## src/servo_packet_responder_core_assert.svh

```systemverilog
// assertion macros for the servo packet responder
`ifndef SERVO_PACKET_RESPONDER_CORE_ASSERT_SVH
`define SERVO_PACKET_RESPONDER_CORE_ASSERT_SVH

// same-cycle implication, checked out of reset
`define SPR_ASSERT_NOW(lbl, ante, cons, msg) \
	lbl: assert property (@(posedge clk) disable iff (!arst_n) (ante) |-> (cons)) \
		else $error(msg);

// next-cycle implication, checked out of reset
`define SPR_ASSERT_NEXT(lbl, ante, cons, msg) \
	lbl: assert property (@(posedge clk) disable iff (!arst_n) (ante) |=> (cons)) \
		else $error(msg);

`endif

```

## src/spr_pkg.sv

```systemverilog
// constants, types and reply microcode for the servo packet responder
package spr_pkg;

	localparam int MAX_READ_LEN = 32;
	localparam int MAX_FRAME    = 256;
	localparam int MAX_DATA     = (MAX_READ_LEN > 6) ? MAX_READ_LEN : 6;
	localparam int ND_W         = $clog2(MAX_DATA + 1);
	localparam int BC_W         = $clog2(MAX_FRAME + 2);
	localparam int PC_W         = 3;

	localparam logic [7:0] HDR_BYTE      = 8'hFF;
	localparam logic [7:0] OP_PING       = 8'h01;
	localparam logic [7:0] OP_READ       = 8'h02;
	localparam logic [7:0] ADDR_POSITION = 8'h24;
	localparam logic [7:0] ST_OK         = 8'h00;
	localparam logic [7:0] ST_CHECKSUM   = 8'h04;
	localparam logic [7:0] ST_INSTR      = 8'h07;
	localparam logic [7:0] LEN_SHORT     = 8'h02;
	localparam logic [7:0] LEN_PING      = 8'h07;
	localparam logic [7:0] ZERO_BYTE     = 8'h00;

	localparam logic [1:0] REG_POSITION = 2'd0;
	localparam logic [1:0] REG_MODEL    = 2'd1;
	localparam logic [1:0] REG_FIRMWARE = 2'd2;

	localparam logic [PC_W-1:0] STEP_HDR0   = 3'd0;
	localparam logic [PC_W-1:0] STEP_HDR1   = 3'd1;
	localparam logic [PC_W-1:0] STEP_ID     = 3'd2;
	localparam logic [PC_W-1:0] STEP_LEN    = 3'd3;
	localparam logic [PC_W-1:0] STEP_STATUS = 3'd4;
	localparam logic [PC_W-1:0] STEP_DATA   = 3'd5;
	localparam logic [PC_W-1:0] STEP_CHK    = 3'd6;

	typedef enum logic [2:0] {
		SRC_HDR,
		SRC_ID,
		SRC_LEN,
		SRC_STATUS,
		SRC_DATA,
		SRC_CHK
	} src_t;

	typedef enum logic [1:0] {
		JMP_NEXT,
		JMP_IF_NODATA,
		JMP_WHILE_DATA,
		JMP_END
	} jmp_t;

	typedef enum logic [1:0] {
		DK_ZERO,
		DK_PING,
		DK_POS
	} dkind_t;

	typedef struct packed {
		src_t            src;
		logic            add_sum;
		logic            last;
		jmp_t            jmp;
		logic [PC_W-1:0] target;
	} ctrl_t;

	function automatic ctrl_t ucode(input logic [PC_W-1:0] pc);
		ctrl_t c;
		c = '{src: SRC_HDR, add_sum: 1'b0, last: 1'b0, jmp: JMP_END, target: STEP_HDR0};
		case (pc)
			STEP_HDR0:   c = '{SRC_HDR,    1'b0, 1'b0, JMP_NEXT,       STEP_HDR0};
			STEP_HDR1:   c = '{SRC_HDR,    1'b0, 1'b0, JMP_NEXT,       STEP_HDR0};
			STEP_ID:     c = '{SRC_ID,     1'b1, 1'b0, JMP_NEXT,       STEP_HDR0};
			STEP_LEN:    c = '{SRC_LEN,    1'b1, 1'b0, JMP_NEXT,       STEP_HDR0};
			STEP_STATUS: c = '{SRC_STATUS, 1'b1, 1'b0, JMP_IF_NODATA,  STEP_CHK};
			STEP_DATA:   c = '{SRC_DATA,   1'b1, 1'b0, JMP_WHILE_DATA, STEP_DATA};
			STEP_CHK:    c = '{SRC_CHK,    1'b0, 1'b1, JMP_END,        STEP_HDR0};
			default:     c = '{SRC_HDR,    1'b0, 1'b0, JMP_END,        STEP_HDR0};
		endcase
		return c;
	endfunction

endpackage

```

## src/servo_packet_responder_core.sv

```systemverilog
// servo packet responder: frame parser and microcoded reply sequencer
//
// Received bytes are taken one per cycle while no reply is being sent. On the
// frame-end byte the frame is checked and, if it calls for an answer, a short
// microprogram (header, id, length, status, data loop, checksum) emits the
// reply one byte per cycle, while the sink accepts, through a registered output;
// a reply of n data bytes is 6 + n bytes long (6 to 6 + MAX_READ_LEN), and the
// input side holds tready low until the checksum byte has been loaded.
// Configuration writes are always taken.
module servo_packet_responder_core
	import spr_pkg::*;
(
	input  logic        clk,
	input  logic        arst_n,
	input  logic        s_axis_tvalid,
	output logic        s_axis_tready,
	input  logic [7:0]  s_axis_tdata,   // rx_byte
	input  logic        s_axis_tlast,   // frame_end
	output logic        m_axis_tvalid,
	input  logic        m_axis_tready,
	output logic [7:0]  m_axis_tdata,   // tx_byte
	output logic        m_axis_tlast,   // tx_last
	input  logic        cfg_valid,
	output logic        cfg_ready,
	input  logic [1:0]  cfg_index,
	input  logic [15:0] cfg_data
);

	// configuration
	logic [9:0]  position_q;
	logic [15:0] model_q;
	logic [7:0]  firmware_q;

	// frame parser state
	logic [BC_W-1:0] byte_count_q;
	logic            header_ok_q;
	logic [7:0]      servo_id_q;
	logic [7:0]      frame_length_q;
	logic [7:0]      opcode_q;
	logic [7:0]      first_param_q;
	logic [7:0]      second_param_q;
	logic [7:0]      running_sum_q;

	// reply sequencer
	logic            busy_q;
	logic [PC_W-1:0] pc_q;
	logic [7:0]      rep_id_q;
	logic [7:0]      rep_len_q;
	logic [7:0]      rep_status_q;
	logic [ND_W-1:0] ndata_q;
	logic [ND_W-1:0] didx_q;
	dkind_t          kind_q;
	logic [7:0]      sum_q;

	logic            out_valid_q;
	logic [7:0]      out_byte_q;
	logic            out_last_q;

	logic            in_xfer;
	logic            reply_go;
	logic            chk_ok;
	logic [7:0]      new_len;
	logic [7:0]      new_status;
	logic [ND_W-1:0] new_ndata;
	dkind_t          new_kind;
	logic            adv;
	ctrl_t           ctrl;
	logic [7:0]      data_byte;
	logic [7:0]      seq_byte;
	logic [ND_W-1:0] didx_inc;

	assign cfg_ready     = 1'b1;
	assign s_axis_tready = !busy_q;
	assign in_xfer       = s_axis_tvalid && s_axis_tready;
	assign m_axis_tvalid = out_valid_q;
	assign m_axis_tdata  = out_byte_q;
	assign m_axis_tlast  = out_last_q;

	// frame check on the frame-end byte
	assign chk_ok   = (s_axis_tdata == ~running_sum_q);
	assign reply_go = in_xfer && s_axis_tlast && header_ok_q
		&& (byte_count_q >= BC_W'(5)) && (byte_count_q <= BC_W'(MAX_FRAME - 1));

	always_comb begin
		new_len    = LEN_SHORT;
		new_status = ST_INSTR;
		new_ndata  = '0;
		new_kind   = DK_ZERO;
		if (!chk_ok) begin
			new_status = ST_CHECKSUM;
		end else if (opcode_q == OP_PING) begin
			new_len    = LEN_PING;
			new_status = ST_OK;
			new_ndata  = ND_W'(6);
			new_kind   = DK_PING;
		end else if (opcode_q == OP_READ) begin
			if ((byte_count_q >= BC_W'(7)) && (second_param_q <= 8'(MAX_READ_LEN))) begin
				new_len    = second_param_q + 8'd2;
				new_status = ST_OK;
				new_ndata  = ND_W'(second_param_q);
				if ((first_param_q == ADDR_POSITION) && (second_param_q == 8'd2)) begin
					new_kind = DK_POS;
				end
			end
		end
	end

	// microcode fetch and datapath
	assign ctrl     = ucode(pc_q);
	assign adv      = busy_q && (!out_valid_q || m_axis_tready);
	assign didx_inc = didx_q + ND_W'(1);

	always_comb begin
		data_byte = ZERO_BYTE;
		case (kind_q)
			DK_PING: begin
				if (didx_q == ND_W'(0)) data_byte = model_q[7:0];
				else if (didx_q == ND_W'(1)) data_byte = model_q[15:8];
				else if (didx_q == ND_W'(2)) data_byte = firmware_q;
			end
			DK_POS: begin
				if (didx_q == ND_W'(0)) data_byte = position_q[7:0];
				else if (didx_q == ND_W'(1)) data_byte = {6'd0, position_q[9:8]};
			end
			default: data_byte = ZERO_BYTE;
		endcase
	end

	always_comb begin
		case (ctrl.src)
			SRC_HDR:    seq_byte = HDR_BYTE;
			SRC_ID:     seq_byte = rep_id_q;
			SRC_LEN:    seq_byte = rep_len_q;
			SRC_STATUS: seq_byte = rep_status_q;
			SRC_DATA:   seq_byte = data_byte;
			SRC_CHK:    seq_byte = ~sum_q;
			default:    seq_byte = HDR_BYTE;
		endcase
	end

	always_ff @(posedge clk or negedge arst_n) begin
		if (!arst_n) begin
			position_q <= 10'd512;
			model_q    <= 16'd513;
			firmware_q <= 8'd1;
		end else if (cfg_valid && cfg_ready) begin
			case (cfg_index)
				REG_POSITION: position_q <= cfg_data[9:0];
				REG_MODEL:    model_q    <= cfg_data;
				REG_FIRMWARE: firmware_q <= cfg_data[7:0];
				default:      ;
			endcase
		end
	end

	always_ff @(posedge clk or negedge arst_n) begin
		if (!arst_n) begin
			byte_count_q   <= '0;
			header_ok_q    <= 1'b1;
			servo_id_q     <= '0;
			frame_length_q <= '0;
			opcode_q       <= '0;
			first_param_q  <= '0;
			second_param_q <= '0;
			running_sum_q  <= '0;
		end else if (in_xfer) begin
			if (s_axis_tlast) begin
				byte_count_q   <= '0;
				header_ok_q    <= 1'b1;
				servo_id_q     <= '0;
				frame_length_q <= '0;
				opcode_q       <= '0;
				first_param_q  <= '0;
				second_param_q <= '0;
				running_sum_q  <= '0;
			end else begin
				if ((byte_count_q < BC_W'(2)) && (s_axis_tdata != HDR_BYTE)) begin
					header_ok_q <= 1'b0;
				end
				case (byte_count_q)
					BC_W'(2): servo_id_q     <= s_axis_tdata;
					BC_W'(3): frame_length_q <= s_axis_tdata;
					BC_W'(4): opcode_q       <= s_axis_tdata;
					BC_W'(5): first_param_q  <= s_axis_tdata;
					BC_W'(6): second_param_q <= s_axis_tdata;
					default:  ;
				endcase
				if (byte_count_q >= BC_W'(2)) begin
					running_sum_q <= running_sum_q + s_axis_tdata;
				end
				if (byte_count_q <= BC_W'(MAX_FRAME)) begin
					byte_count_q <= byte_count_q + BC_W'(1);
				end
			end
		end
	end

	always_ff @(posedge clk or negedge arst_n) begin
		if (!arst_n) begin
			busy_q       <= 1'b0;
			pc_q         <= STEP_HDR0;
			rep_id_q     <= '0;
			rep_len_q    <= '0;
			rep_status_q <= '0;
			ndata_q      <= '0;
			didx_q       <= '0;
			kind_q       <= DK_ZERO;
			sum_q        <= '0;
		end else if (reply_go) begin
			busy_q       <= 1'b1;
			pc_q         <= STEP_HDR0;
			rep_id_q     <= servo_id_q;
			rep_len_q    <= new_len;
			rep_status_q <= new_status;
			ndata_q      <= new_ndata;
			didx_q       <= '0;
			kind_q       <= new_kind;
			sum_q        <= '0;
		end else if (adv) begin
			if (ctrl.add_sum) begin
				sum_q <= sum_q + seq_byte;
			end
			if (ctrl.src == SRC_DATA) begin
				didx_q <= didx_inc;
			end
			case (ctrl.jmp)
				JMP_NEXT:       pc_q <= pc_q + PC_W'(1);
				JMP_IF_NODATA:  pc_q <= (ndata_q == '0) ? ctrl.target : pc_q + PC_W'(1);
				JMP_WHILE_DATA: pc_q <= (didx_inc != ndata_q) ? ctrl.target : pc_q + PC_W'(1);
				JMP_END:        busy_q <= 1'b0;
				default:        busy_q <= 1'b0;
			endcase
		end
	end

	always_ff @(posedge clk or negedge arst_n) begin
		if (!arst_n) begin
			out_valid_q <= 1'b0;
			out_byte_q  <= '0;
			out_last_q  <= 1'b0;
		end else if (adv) begin
			out_valid_q <= 1'b1;
			out_byte_q  <= seq_byte;
			out_last_q  <= ctrl.last;
		end else if (m_axis_tready) begin
			out_valid_q <= 1'b0;
		end
	end

`include "servo_packet_responder_core_assert.svh"

	`SPR_ASSERT_NEXT(a_reply_starts_at_header, reply_go, busy_q && (pc_q == STEP_HDR0),
		"reply did not start at the header step")
	`SPR_ASSERT_NEXT(a_checksum_ends_reply, adv && (pc_q == STEP_CHK),
		m_axis_tvalid && m_axis_tlast && !busy_q, "checksum step did not end the reply")
	`SPR_ASSERT_NOW(a_data_index_bounded, busy_q, didx_q <= ndata_q,
		"data index ran past the data count")

endmodule
```

## config.mk

```make
export PLATFORM = sky130hd
export DESIGN_NAME = servo_packet_responder_core
export DESIGN_NICKNAME = d
export VERILOG_FILES = /design/src/spr_pkg.sv /design/src/servo_packet_responder_core.sv
export VERILOG_INCLUDE_DIRS = /design/src /design/src/src
export SDC_FILE = /design/constraint.sdc
export NUM_CORES = 1
export LEC_CHECK = 0
export ABC_AREA = 1
export BUFFER_PORTS_ARGS = -buffer_cell sky130_fd_sc_hd__buf_2
export CORE_UTILIZATION = 40
export CTS_BUF_LIST = sky130_fd_sc_hd__clkbuf_16
export CTS_CLUSTER_SIZE = 20
export DETAILED_ROUTE_END_ITERATION = 6
export GPL_ROUTABILITY_DRIVEN = 0
export GPL_TIMING_DRIVEN = 0
export PLACE_DENSITY_LB_ADDON = 0.15
export SETUP_SLACK_MARGIN = 0.4
export SLEW_MARGIN = 20
export SYNTH_ARGS = -nofsm -noshare
export SYNTH_HDL_FRONTEND = slang
export SYNTH_SLANG_ARGS = --single-unit
export TNS_END_PERCENT = 1
```

## constraint.sdc

```tcl
create_clock -name clk -period 3.2 [get_ports clk]
set_input_delay 0.8 -clock clk [delete_from_list [all_inputs] [get_ports clk]]
set_output_delay 0.8 -clock clk [all_outputs]
set_load 0.005 [all_outputs]
```

# --- After elaboration in Yosys (flattened, before gate mapping) ---
# Index checks and enable logic that the tools add are counted.
word_totals:
  reg_bits: 144
  latchBits: 0
  ramBits: 0
  rom_bits: 0
  inputBits: 32
  word_cells: 168
  n_memories: 0
classes:
  n_addsub: 6
  multipliers: 0
  div: 0
  magnitude_cmp: 7
  eq_ne: 31
  shift: 0
  n_mux: 55
  bitwise: 2
  reduce_logical: 45
op_table:
  columns: ["op", "n"]
  rows:
  - ["two-way mux 8 bit", 22]
  - ["case mux 10 bit (6 select lines)", 1]
  - ["two-way mux 6 bit", 7]
  - ["case mux 8 bit (5 select lines)", 1]
  - ["AND reduction 2 bit", 14]
  - ["equality test 9 x 3 -> 1 bit (second input constant)", 3]
  - ["nonzero test 2 bit", 12]
  - ["two-way mux 3 bit", 7]
  - [">= comparator 9 x 3 -> 1 bit (second input constant)", 2]
  - ["two-way mux 9 bit", 2]
  - ["adder 8 bit", 2]
  - ["equality test 8 x 2 -> 1 bit (second input constant)", 2]
  - ["NOT 8 bit", 2]
  - ["case mux 8 bit (2 select lines)", 1]
  - ["equality test 3 bit (second input constant)", 5]
  - ["equality test 3 x 2 -> 1 bit (second input constant)", 4]
  - ["zero test 6 bit", 2]
  - ["two-way mux 2 bit", 6]
  - ["adder 9 x 1 -> 9 bit (second input constant)", 1]
  - ["equality test 9 x 2 -> 1 bit (second input constant)", 1]
  - [">= comparator 9 x 2 -> 1 bit (second input constant)", 1]
  - ["less-or-equal comparator 9 x 8 -> 1 bit (second input constant)", 1]
  - ["less-or-equal comparator 9 bit (second input constant)", 1]
  - ["logical AND 1 bit", 9]
  - ["other kinds (23)", 37]

# --- Longest topological paths before layout ---
logic_depth:
  word_depth: 10
  mapped_depth: 27
  depth_no_buf: 27

# --- Worst setup path before layout ---
# Ideal clock, no wire load.
synth_path:
  path_type: "reg-to-reg"
  from: "register pc_q[0]"
  to: "register sum_q[6]"
  setup_time_ns: 0.077
  t_arrival_ns: 3.417
  required_time_ns: 3.123
  slack_ns: -0.294
  stages_incl_launch_ff: 25
  n_path_buf: 0
  path_cell_list: "dfrtp_1 inv_2 ha_1 nand2_1 nand2_4 inv_4 ha_1 a21boi_2 nand2_2 nand2_8 nand3_4 inv_2 nand2_1 nand2_1 a21oi_1 nand3_1 ha_1 inv_1 fa_1 o21ai_0 nand2_1 nand2_1 a21oi_1 xor2_1 a21oi_1"
synth_via:
  elab_chain_len: 9
synth_lines:
  columns: ["item", "line_no", "rtl"]
  rows:
  - ["from (decl)", "servo_packet_responder_core.sv:46", "logic [PC_W-1:0] pc_q;"]
  - ["from (signal assigned)", "servo_packet_responder_core.sv:227", "JMP_NEXT: pc_q <= pc_q + PC_W'(1);"]
  - ["from (signal assigned)", "servo_packet_responder_core.sv:228", "JMP_IF_NODATA: pc_q <= (ndata_q == '0) ? ctrl.target : pc_q + PC_W'(1);"]
  - ["from (signal assigned)", "servo_packet_responder_core.sv:229", "JMP_WHILE_DATA: pc_q <= (didx_inc != ndata_q) ? ctrl.target : pc_q + PC_W'(1);"]
  - ["equality test 3 x 1 -> 1 bit / zero test 3 bit (equally long branches)", "spr_pkg.sv:67", "case (pc)"]
  - ["OR reduction 2 bit (no source line)", null, null]
  - ["case mux 10 bit (6 select lines) (*)", "spr_pkg.sv:67", null]
  - ["equality test 3 bit, or another cell as far along", "servo_packet_responder_core.sv:130", "case (ctrl.src)"]
  - ["case mux 8 bit (5 select lines) (*)", "servo_packet_responder_core.sv:130", null]
  - ["named net seq_byte[0]", "servo_packet_responder_core.sv:69", "logic [7:0] seq_byte;"]
  - ["adder 8 bit (*)", "servo_packet_responder_core.sv:221", "sum_q <= sum_q + seq_byte;"]
  - ["two-way mux 8 bit (*)", "servo_packet_responder_core.sv:220", "if (ctrl.add_sum) begin"]
  - ["two-way mux 8 bit (*)", "servo_packet_responder_core.sv:219", "end else if (adv) begin"]
  - ["two-way mux 8 bit (*)", "servo_packet_responder_core.sv:209", "end else if (reply_go) begin"]
  - ["to (signal assigned)", "servo_packet_responder_core.sv:221", null]
  - ["to (decl)", "servo_packet_responder_core.sv:53", "logic [7:0] sum_q;"]
# Mark *: on every way through the listed nets, which the timed path passes. The rest lies on a longest branch. The select of a mux whose other input is x is not followed.
# A chain may end at the register's enable or synchronous reset.

# --- Final worst setup path ---
layout_path:
  from: "register pc_q[1]"
  to: "register sum_q[7]"
# Same word-level chain as after synthesis.

==> impl_metrics.tcl <==
set metrics [dict create \
    cts_tree "yes" \
    worstSetupStartpointType "flip-flop" \
    whs_ps 295 \
    syn_area_per_cell_sq_um 8.01 \
    status "finished with violations" \
    worst_pin_slew_ps 630 \
    synth_top_area_share_pct 42.9 \
    slew_viol_final 0 \
    p_seq_share_pct 28.3 \
    dr_total_vias 6747 \
    track_usage_pct 21.2 \
    min_period_ps 3270 \
    worstSkewPairLatency_ps 430 \
    post-synth-top-count-cell "nand2_1" \
    drcViolationCount 0 \
    hold_viol_final 0 \
    synth.distinct_cells 52 \
    first_pass_iters 5 \
    synth_largest_area_cell "dfrtp_1" \
    area_growth_pct 23.4 \
    portBuffers 42 \
    pwr-share-clk_pct 20.3 \
    initial_core_util_pct 41.1 \
    synthFlopType "dfrtp_1" \
    vdd_drop_max_v 0.000388 \
    synth-seq-cells 138 \
    max_cap_viol_count 0 \
    async_flop_share_pct 100 \
    utilization_pct 50.7 \
    critPathArrivalTime_ps 3600 \
    grt_pass1_vias 6538 \
    cp.required_ps 3530 \
    drive_gt1_share_pct 22.2 \
    cts.clk_slew.worst_paths_ps 70 \
    cts_inserted_buffers 17 \
    antenna_found_initial 0 \
    worstHoldPathType "in2async" \
    finalSetupTns_ps -138 \
    worst-setup-path-type "reg2reg" \
    placed_cells 1272 \
    grt_setup_unrepaired "true" \
    final_antenna_net_count 0 \
    antenna_cells 0 \
    clkSinkCount 138 \
    routed_via_density 4.99 \
    ys_top_cells_by_area "dfrtp_1 43%, nand2_1 13%, o21ai_0 7.0%" \
    die_w_um 141 \
    hold_buffers 0 \
    hpwl_um 14100 \
    synth_seq_area_share_pct 44.5 \
    p_total_mw 9.38 \
    synth-edff-count 0 \
    die_h_um 141 \
    num_rows 50 \
    io_pins 44 \
    yosysWarnings 0 \
    intPower_mw 5.61 \
    fin_crit_sh_pct 102 \
    synthCells 969 \
    synth_area_sq_um 7770 \
    cts-htree-levels 4 \
    drtIter0Drc 379 \
    p_sw_mw 3.77 \
    max_freq_ghz 0.306 \
    crit_fanout 6 \
    grt_max_degree 73 \
    end_kind "flip-flop" \
    core_area_sq_um 18900 \
    swShare_pct 40.2 \
    grt_overflow 0 \
    fin_cells 1351 \
    fin_worst_skew_ps 10.8 \
    p_per_area_nw_per_um2 979 \
    fin_ws_ps -70.6 \
    wirelength_um 20000 \
    relSlewSlack_pct 57.6 \
    clockBufferDepth 2 \
    nFillCells 1834 \
    grt_pass1_wl_um 33000 \
    nNetsFinal 1143 \
    wire_per_inst_um 14.8 \
    setup_viol 3 \
    leakage_nw 4.58 \
    violations "negative setup slack" \
    synth_common_cells "270 x nand2_1, 133 x dfrtp_1, 108 x o21ai_0" \
    root_buffer "clkbuf_16" \
    syn_nets 1034 \
    p_comb_share_pct 51.3 \
    dieArea_sq_um 20000 \
]
cell usage in the layout, fill, tap and decap left out, types with 3 or more instances in the layout:
cell type / instances
nand3b_1: 4
a31oi_1: 3
inv_1: 90
clkinv_2: 3
a21oi_2: 8
nand3_1: 61
clkinv_1: 3
nand4_1: 20
buf_6: 14
buf_2: 50
o22ai_1: 14
nand3_2: 5
mux2_2: 6
o21ai_0: 104
nor2_2: 7
xnor2_1: 7
nand3_4: 3
o211ai_1: 3
nor4_1: 4
dfstp_2: 5
xor2_1: 10
nand2_1: 261
nand2_4: 7
nor2_1: 53
clkbuf_1: 8
nor2_4: 6
dfrtp_1: 131
nand2_2: 11
clkbuf_16: 17
nor3_1: 8
ha_1: 19
clkinvlp_4: 3
inv_4: 5
a21oi_1: 22
o21ai_1: 12
buf_4: 39
ha_4: 11
inv_2: 18
registers in the layout, summed over array words and instances, names as in the netlist, 3 cells and up:
signal / flops
rep_len_q: 8
first_param_q: 8
ndata_q: 6
m_axis_tdata: 8
position_q: 10
opcode_q: 8
byte_count_q: 9
firmware_q: 8
rep_id_q: 8
sum_q: 8
model_q: 16
pc_q: 3
second_param_q: 8
running_sum_q: 8
servo_id_q: 8
didx_q: 6
worst paths after layout:
check / slack, ps / depth (start not counted) / to / from
max: -70 / 27 / sum_q[7]$_DFFE_PN0P_ / pc_q[1]$_DFFE_PN0P_
min: 300 / 1 / firmware_q[4]$_DFFE_PN0P_ / arst_n
max reg2reg: -70 / 27 / sum_q[7]$_DFFE_PN0P_ / pc_q[1]$_DFFE_PN0P_
min reg2reg: 460 / 2 / rep_id_q[0]$_DFFE_PN0P_ / servo_id_q[0]$_DFFE_PN0P_
max in group asynchronous: 2130 / 2 / pc_q[0]$_DFFE_PN0P_ / arst_n
min in group clk: 460 / 2 / rep_id_q[0]$_DFFE_PN0P_ / servo_id_q[0]$_DFFE_PN0P_
layout make-up:
class / instances / area (sq um) / area share [%]
Clock buffer: 17 / 425 / 4.44
Inverter: 112 / 440 / 4.60
Tap cell: 260 / 325 / 3.40
Sequential cell: 138 / 3460 / 36.1
Buffer: 24 / 131 / 1.37
Clock inverter: 15 / 134 / 1.40
Multi-Input combinational cell: 695 / 4020 / 41.9
Timing Repair Buffer: 90 / 646 / 6.74
kinds of logic (layout without fill, tap and decap cells):
group	count (synthesis)	after routing	share of synthesized area (%)
AND/OR/NAND/NOR	458	458	26.8
XOR/XNOR	18	18	2.03
flip-flops	138	138	44.5
other	1	1	0.0483
adder cells (fa/ha/maj)	33	33	5.51
AO/OA/AOI/OAI	179	179	13.1
buffers and inverters	136	258	7.14
multiplexers	6	6	0.870
per-stage QoR:
stage                     area [sq um]  setup slack [ps]
after floorplan                   7840              84.2
after global placement            8370              -737
after detailed placement          8410              -409
after CTS                         9360             -44.6
after global routing              9580              -240
final                             9580             -70.6
worst max-delay path, cell delays in order, from the launching register on:
cell,delay [ps]
dfrtp_2,470
inv_4,100
ha_4,150
nand2_4,70
nand2_8,90
inv_8,30
ha_4,160
a21boi_2,150
nand2_2,120
nand2_8,90
nand3_4,130
buf_6,110
buf_6,90
nor2_2,30
nor2_1,120
nand3_2,160
ha_4,300
nand3_2,70
nand2_2,100
nand4_1,140
nand2_1,100
nand2_1,60
nand2_2,70
inv_2,30
nand2_1,50
nand3_1,60
nand2_1,80
inv_1,30
power groups by stage:
stage / clock network [mW] / registers, mW / logic [mW]
global placement: 0 / 2.65 / 3.52
floorplan: 0 / 2.57 / 2.77
detailed placement: 0 / 2.66 / 3.55
global route: 1.99 / 2.73 / 5.36
CTS: 1.93 / 2.65 / 4.27
finish: 1.91 / 2.66 / 4.82
routing by layer:
layer / vias up / track usage [%] / wire length, um
met5: - / 0 / 0
met4: 0 / 7.32 / 368
met3: 32 / 3.58 / 725
met2: 140 / 35.7 / 9590
met1: 3164 / 27.6 / 9330
li1: 3411 / - / -
timing repair:
item	4_1_cts	5_1_grt
setup endpoints to repair	8	8
setup buffers	30	17
gates resized for setup	43	21
pin swaps	28	35
No activity file was read; power rests on OpenSTA's default activity.
